**config.mk**
```make
export PLATFORM = sky130hd
export DESIGN_NAME = ssoc_merge_flat
export DESIGN_NICKNAME = d
export VERILOG_FILES = /design/src/hw/rtl/ssoc_pkg.sv /design/src/hw/rtl/ssoc_res_if.sv /design/src/hw/rtl/ssoc_merge.sv /design/src/flat_wrapper.sv
export SDC_FILE = /design/constraint.sdc
export NUM_CORES = 2
export LEC_CHECK = 0
export BUFFER_PORTS_ARGS = -buffer_cell sky130_fd_sc_hd__buf_2
export CAP_MARGIN = 20
export CORE_ASPECT_RATIO = 2
export CORE_UTILIZATION = 60
export CTS_CLUSTER_SIZE = 40
export DETAILED_ROUTE_END_ITERATION = 16
export PLACE_DENSITY = 0.81
export SLEW_MARGIN = 20
export SYNTH_ARGS = -nofsm -noshare
export SYNTH_HDL_FRONTEND = slang
export SYNTH_SLANG_ARGS = --single-unit
```
**constraint.sdc**
```tcl
create_clock -name i_clk -period 10.6 [get_ports i_clk]
set_input_delay 2.12 -clock i_clk [delete_from_list [all_inputs] [get_ports i_clk]]
set_output_delay 2.12 -clock i_clk [all_outputs]
set_load 0.02 [all_outputs]
```
**src/hw/rtl/ssoc_pkg.sv**
```systemverilog
// Shared types and constants of the sphere slab overlap correspondence core.
`timescale 1ns / 1ps

package ssoc_pkg;

    // Radius width in bits, fixed by the input beat.
    localparam int RAD_BITS = 16;

    // Ratios are Q0.30; this is 1.0.
    localparam logic [30:0] Q30_ONE = 31'h4000_0000;

    // Number of quotient bits produced by the ratio divider.
    localparam logic [4:0] DIV_STEPS = 5'd30;

    // Steps of the shared multiplier while one slab piece is evaluated.
    localparam logic [2:0] MS_X2  = 3'd0;  // x*x, x is the radius or the cap height
    localparam logic [2:0] MS_X2F = 3'd1;  // times 3*(b-a) or (3r-h)
    localparam logic [2:0] MS_B2  = 3'd2;  // b*b
    localparam logic [2:0] MS_B3  = 3'd3;  // b*b*b
    localparam logic [2:0] MS_A2  = 3'd4;  // a*a
    localparam logic [2:0] MS_A3  = 3'd5;  // a*a*a

    typedef enum logic [3:0] {
        L_IDLE,
        L_CLR,
        L_SORT_RD,
        L_SORT_KEY,
        L_SORT_CMP,
        L_SORT_PUT,
        L_SP_RD,
        L_SP_CTR,
        L_SP_NB,
        L_SP_NBW,
        L_SP_MUL,
        L_SP_WR,
        L_SUM_WAIT,
        L_SUM_ACC,
        L_DIV,
        L_DONE
    } t_lane_state;

    typedef enum logic [1:0] {
        M_IDLE,
        M_MUL1,
        M_MUL2
    } t_merge_state;

    // Status that one axis lane reports to the merging stage.
    typedef struct packed {
        logic        idle;
        logic        done;
        logic        undef;
        logic [30:0] ratio;
    } t_lane_stat;

endpackage

```
**src/hw/rtl/ssoc_res_if.sv**
```systemverilog
// Handshake channel that carries one correspondence result per beat.
`timescale 1ns / 1ps

interface ssoc_res_if;
    logic        valid;
    logic        ready;
    logic [30:0] correspondence;
    logic        undefined_ratio;
    logic [8:0]  points_used;

    modport source (
        output valid, correspondence, undefined_ratio, points_used,
        input  ready
    );
    modport sink (
        input  valid, correspondence, undefined_ratio, points_used,
        output ready
    );
endinterface

```
**src/hw/rtl/ssoc_merge.sv**
```systemverilog
// Merging stage: waits for the three axis ratios, multiplies them and holds the result.
`timescale 1ns / 1ps

module ssoc_merge (
    input  logic                 i_clk,
    input  logic                 i_rst_n,
    input  logic                 i_start,
    input  logic [8:0]           i_pts,
    input  ssoc_pkg::t_lane_stat i_stat [3],
    output logic                 o_busy,
    ssoc_res_if.source           o_res
);
    import ssoc_pkg::*;

    t_merge_state r_state, n_state;
    logic [2:0]   r_got, n_got;
    logic         r_valid, n_valid;
    logic [8:0]   r_pts;
    logic [30:0]  r_p, r_out;
    logic         r_und;
    logic [61:0]  w_m1, w_m2;
    logic         w_any_undef;

    assign w_m1        = {31'b0, i_stat[0].ratio} * {31'b0, i_stat[1].ratio};
    assign w_m2        = {31'b0, r_p} * {31'b0, i_stat[2].ratio};
    assign w_any_undef = i_stat[0].undef | i_stat[1].undef | i_stat[2].undef;

    always_comb begin
        n_state = r_state;
        unique case (r_state)
            M_IDLE:  if (&r_got) n_state = M_MUL1;
            M_MUL1:  n_state = M_MUL2;
            M_MUL2:  n_state = M_IDLE;
            default: n_state = M_IDLE;
        endcase
    end

    always_comb begin
        n_got   = r_got | {i_stat[2].done, i_stat[1].done, i_stat[0].done};
        n_valid = r_valid;
        if (o_res.ready) n_valid = 1'b0;
        unique case (r_state)
            M_IDLE:  if (&r_got) n_got = '0;
            M_MUL1:  ;
            M_MUL2:  n_valid = 1'b1;
            default: ;
        endcase
    end

    always_ff @(posedge i_clk) begin
        if (!i_rst_n) begin
            r_state <= M_IDLE;
            r_got   <= '0;
            r_valid <= 1'b0;
        end else begin
            r_state <= n_state;
            r_got   <= n_got;
            r_valid <= n_valid;
        end
    end

    always_ff @(posedge i_clk) begin
        if (i_start) r_pts <= i_pts;
        if (r_state == M_MUL1) r_p <= w_m1[60:30];
        if (r_state == M_MUL2) begin
            r_und <= w_any_undef;
            r_out <= w_any_undef ? '0 : w_m2[60:30];
        end
    end

    assign o_busy                = (r_state != M_IDLE) || (r_got != '0);
    assign o_res.valid           = r_valid;
    assign o_res.correspondence  = r_out;
    assign o_res.undefined_ratio = r_und;
    assign o_res.points_used     = r_pts;

    // An undefined ratio always comes with a zero correspondence.
    a_undef_zero: assert property (@(posedge i_clk) disable iff (!i_rst_n)
        (o_res.valid && o_res.undefined_ratio) |-> (o_res.correspondence == '0))
        else $error("undefined ratio with nonzero correspondence");

    // The product of three ratios never exceeds one.
    a_range: assert property (@(posedge i_clk) disable iff (!i_rst_n)
        o_res.valid |-> (o_res.correspondence <= Q30_ONE))
        else $error("correspondence above one");
endmodule

```
**src/flat_wrapper.sv**
```systemverilog
// flat-port wrapper written by rule: the top's interface ports become plain ports
module ssoc_merge_flat import ssoc_pkg::*;
  (i_clk, i_rst_n, i_start, i_pts, i_stat, o_busy, o_res_valid, o_res_correspondence, o_res_undefined_ratio, o_res_points_used, o_res_ready);
  ssoc_res_if o_res_i ();
  input  logic i_clk;
  input  logic i_rst_n;
  input  logic i_start;
  input  logic [8:0] i_pts;
  input  ssoc_pkg::t_lane_stat i_stat[3];
  output logic o_busy;
  output wire logic [$bits(o_res_i.valid)-1:0] o_res_valid;
  output wire logic [$bits(o_res_i.correspondence)-1:0] o_res_correspondence;
  output wire logic [$bits(o_res_i.undefined_ratio)-1:0] o_res_undefined_ratio;
  output wire logic [$bits(o_res_i.points_used)-1:0] o_res_points_used;
  input wire logic [$bits(o_res_i.ready)-1:0] o_res_ready;
  assign o_res_valid = o_res_i.valid;
  assign o_res_correspondence = o_res_i.correspondence;
  assign o_res_undefined_ratio = o_res_i.undefined_ratio;
  assign o_res_points_used = o_res_i.points_used;
  assign o_res_i.ready = o_res_ready;
  ssoc_merge u_core (.i_clk(i_clk), .i_rst_n(i_rst_n), .i_start(i_start), .i_pts(i_pts), .i_stat(i_stat), .o_busy(o_busy), .o_res(o_res_i));
endmodule
```
; After elaboration in Yosys (flattened, before gate mapping)
; Index checks and enable logic that the tools add are counted.
[word_totals]
regBits = 78
wordCells = 27
rom_bits = 0
latchBits = 0
mem_bits_rw = 0
mem_count = 0
[op_classes]
n_mul = 2
eq_ne = 3
bitwise = 3
n_mux = 6
div = 0
n_reduce_logical = 6
order_cmp = 0
n_addsub = 0
shifts = 0
[op_table]
columns = cell, count
row1 = $mul 31x31->61, 2
row2 = $mux 3, 2
row3 = $pmux 2 s2, 1
row4 = $reduce_bool 2->1, 2
row5 = $or 3x3->3, 1
row6 = $reduce_and 3->1, 1
row7 = $reduce_bool 3->1, 1
row8 = $eq 2x1->1 const B, 1
row9 = $eq 2x2->1 const B, 1
row10 = $logic_not 2->1, 1
row11 = $mux 1, 2
row12 = $mux 2, 1
row13 = $ne 2x1->1 const B, 1
row14 = $or 1x1->1, 2
row15 = $logic_or 1x1->1, 1

; Longest topological paths before layout
[depth]
word_depth = 3
ltp_mapped = 29
depth_no_buf = 28

; Worst setup path after synthesis
; No wires, ideal clock.
[synth_timing]
kind = input-to-reg
from = input i_stat[7] in the netlist's numbering
to = register u_core.r_out[27], in the netlist u_core.o_res.correspondence[27], data pin
path_stages = 25
slack_ps = 1679
required_ps = 10337
n_path_buf = 1
t_arrival_ps = 8658
cell_sequence = clkbuf_1 -> and2_1 -> fa_1 -> fa_1 -> inv_1 -> fa_1 -> fa_1 -> inv_1 -> fa_1 -> fa_1 -> fa_1 -> inv_1 -> fa_1 -> inv_1 -> ha_1 -> a21o_1 -> a31o_1 -> a21oi_1 -> nand4b_1 -> o21ai_2 -> o21ai_4 -> a41oi_4 -> o21bai_2 -> a221oi_2 -> mux2i_1
[synth_via]
elab_chain_len = 1
[synth_lines]
columns = item, line_no
row1 = start: declaration, flat_wrapper.sv:9  ; input ssoc_pkg::t_lane_stat i_stat[3];
row2 = $mul 31x31->61, ssoc_merge.sv:25  ; assign w_m2 = {31'b0, r_p} * {31'b0, i_stat[2].ratio};
row3 = end signal: assignment, ssoc_merge.sv:67  ; r_out <= w_any_undef ? '0 : w_m2[60:30];
row4 = end: declaration, ssoc_merge.sv:19  ; logic [30:0] r_p, r_out;
; No other way between the ends.
; A chain may end at the register's enable or synchronous reset.

; Worst setup path in the final report
[layout_timing]
from = input i_stat[8] in the netlist's numbering
to = register u_core.r_out[27], in the netlist u_core.o_res.correspondence[27], data pin
; The elaborated chain is that of the path after synthesis.

==> impl_metrics.yaml <==
synthesis:
  yosys.area_share.simple_pct: 17.41
  ys.flop_type: "edfxtp_1"
  synth.avg_cell_area_um2: 9.299
  synthAdderAreaFrac_pct: 62.88
  synth_top_cell_by_area: "fa_1"
  synthMuxAreaShare_pct: 0.03180
  synthArstFlopShare_pct: 0
  syn_area_um2: 62950
  synth_commonest_cells: "1670 x fa_1, 1561 x inv_1, 1001 x and2_1, 980 x nand2_1, 492 x ha_1"
  ys_seq_area_share_pct: 3.625
  synth_warnings: 0
  syn_inst: 6770
  yosysMostFrequentCell: "fa_1"
  synth-edff-count: 72
  synth_top_area_share_pct: 53.11
  ys_seq_elements: 78
  synth_xor_area_share_pct: 0.9739
  ys_types: 64
  synth_compound_area_share_pct: 3.416
  ys_top_cells_by_area: "fa_1 53%, and2_1 9.9%, ha_1 9.8%"
  synth_top_family_by_area: "adder cells"
  syn_nets: 9047
placed_design:
  place_congestion: 1.109
  portBuffers: 154
  hpwlAfterDp_um: 153100
  pre_cts_ws_ps: 484.6
floorplanning:
  dieHeight_um: 460.1
  fp.coreArea_um2: 103800
  die_area_um2: 106300
  placementRows: 167
  fp.dieW_um: 231.0
  start_util_pct: 60.62
  io_pins: 158
setup_path:
  cpMostUsedCell: "fa_1"
  critical-path-top-delay-family: "adder cells"
  critPathRequiredTime_ps: 10820
  path_cells: "buf_2 -> nand2_1 -> fa_1 -> fa_1 -> fa_1 -> fa_1 -> inv_1 -> fa_1 -> fa_1 -> fa_1 -> fa_1 -> ha_1 -> a21oi_1 -> o211ai_1 -> buf_4 -> a21oi_1 -> nand4b_1 -> o21ai_2 -> o21ai_4 -> a41oi_4 -> o21bai_2 -> a221oi_2 -> mux2i_1"
  slowest_delay_ps: 680
  endpoint_kind: "register"
  path_class: "primary input to register"
  path_max_fanout: 28
  crit_slowest_cell: "fa_1"
  path_buf_inv: 3
  cp_data_arrival_time_ps: 10440
  start_kind: "primary input"
clocking:
  post-cts-setup-buffers: 0
  path_clk_slew_ps: 70
  clk_latency_ps: 370
  cts_tree: "built"
  postCtsHoldBufs: 0
  clock_path_buffers: 2
  h-tree-depth: 3
  cts_buffers: 9
  cts.sinks: 78
  ctsResizeCount: 0
  clockRootBuffer: "clkbuf_16"
layout:
  syn_to_final_growth_pct: 3.808
  nets: 8959
  nFillCells: 8339
  drive_gt1_share_pct: 4.980
timing:
  setup_ws_ps: 378.0
  period_share_pct: 96.43
  slew_headroom_pct: 27.15
  clock.fmax_mhz: 97.83
  setup_viol: 0
  finalMaxSlewViolations: 0
  rsz0062_at_grt: "false"
  worst_pin_slew_ps: 1093
  final.setup_skew_ps: 14.93
  finalHoldViolCount: 0
  timing.setup.tns_ps: 0
  period_needed_ps: 10220
global_route:
  first_global_vias: 55550
  globalRoute.totalOverflow: 0
  grt_antenna_before_repair: 16
  grt_pass1_wl_um: 299500
  grt_use_total_pct: 38.10
  grt_max_degree: 34
routing:
  drt_iter0_markers: 3503
  antenna_left: 0
  drc_errors: 0
  wire_per_inst_um: 24.03
  avgViaCountPerCell: 5.959
  firstDrtPassIters: 7
  num_vias: 47980
  routed_wl_um: 193400
job:
  drv_cap: 0
status:
  status: "complete, no violations"
hold_path:
  min_path_type: "register to register"
[through the flow]
stage	hold WS, ps	utilization (%)	std cells	instance area, um^2
2_1_floorplan	450.2	-	6770	62950
3_3_place_gp	459.7	62.61	8023	65020
3_5_place_dp	487.4	62.61	8023	65020
4_1_cts	502.2	62.90	8039	65320
5_1_grt	514.7	62.92	8045	65340
6_report	503.2	62.93	8051	65350
[placed cells by master (no fill, tap or decap), types with 47 or more instances in the layout]
cell type / instances
a21oi_1: 108
inv_1: 1561
a21o_1: 47
buf_2: 154
buf_4: 141
xnor2_1: 53
and2_1: 1001
edfxtp_1: 72
o21ai_0: 59
fa_1: 1670
nor2_1: 64
nand2_1: 980
ha_1: 492
[cell type report]
| cell class | instances | area (um^2) | area share [%] |
|---|---|---|---|
| multi-input cells | 4736 | 53340 | 81.62 |
| inverters | 1561 | 5859 | 8.966 |
| flip-flops and latches | 78 | 2282 | 3.492 |
| repair buffers | 296 | 1849 | 2.830 |
| well taps | 1352 | 1692 | 2.588 |
| clock buffers | 10 | 229.0 | 0.3504 |
| clock inverters | 6 | 70.07 | 0.1072 |
| diodes | 12 | 30.03 | 0.04595 |
[state kept, by name (all words and copies together) (netlist names)]
signal                        count
u_core.o_res.correspondence      31
u_core.r_p                       31
u_core.o_res.points_used          9
u_core.r_got                      3
u_core.r_state                    2
u_core.o_res.undefined_ratio      1
u_core.o_res.valid                1
[kinds of logic (layout without fill, tap and decap cells)]
| group | after synthesis | count (layout) |
|---|---|---|
| flip-flops | 78 | 78 |
| AO/OA/AOI/OAI | 326 | 326 |
| multiplexers | 2 | 2 |
| AND/OR/NAND/NOR | 2176 | 2176 |
| other | 0 | 12 |
| buffers and inverters | 1956 | 1873 |
| adder cells (fa/ha/maj) | 2162 | 2162 |
| XOR/XNOR | 70 | 70 |
[path summary, 6_finish.rpt]
kind,startpoint,to,slack (ps),cells after the start
worst max-delay path,i_stat[8],u_core.o_res.correspondence[27],380,23
worst min-delay path,u_core.r_got[1],u_core.r_state[0],500,2
worst max register to register,u_core.r_p[20],u_core.o_res.correspondence[27],1750,22
worst min register to register,u_core.r_got[1],u_core.r_state[0],500,2
[worst min-delay path, cell delays in order (launching register included)]
cell     delay (ps)
dfxtp_1         330
nand4_1          90
nor2_1           40
[routing by layer]
layer / vias to the layer above / track usage [%] / share of wire, %
met5: - / 0 / 0.030
met2: 2884 / 66.57 / 51
li1: 19390 / - / -
met4: 10 / 38.14 / 12
met3: 1377 / 9.019 / 8.7
met1: 24320 / 35.33 / 28
Power is left out: the tool's default activity adds up to more than one toggle a clock period on the data nets, which glitch-free logic cannot reach.
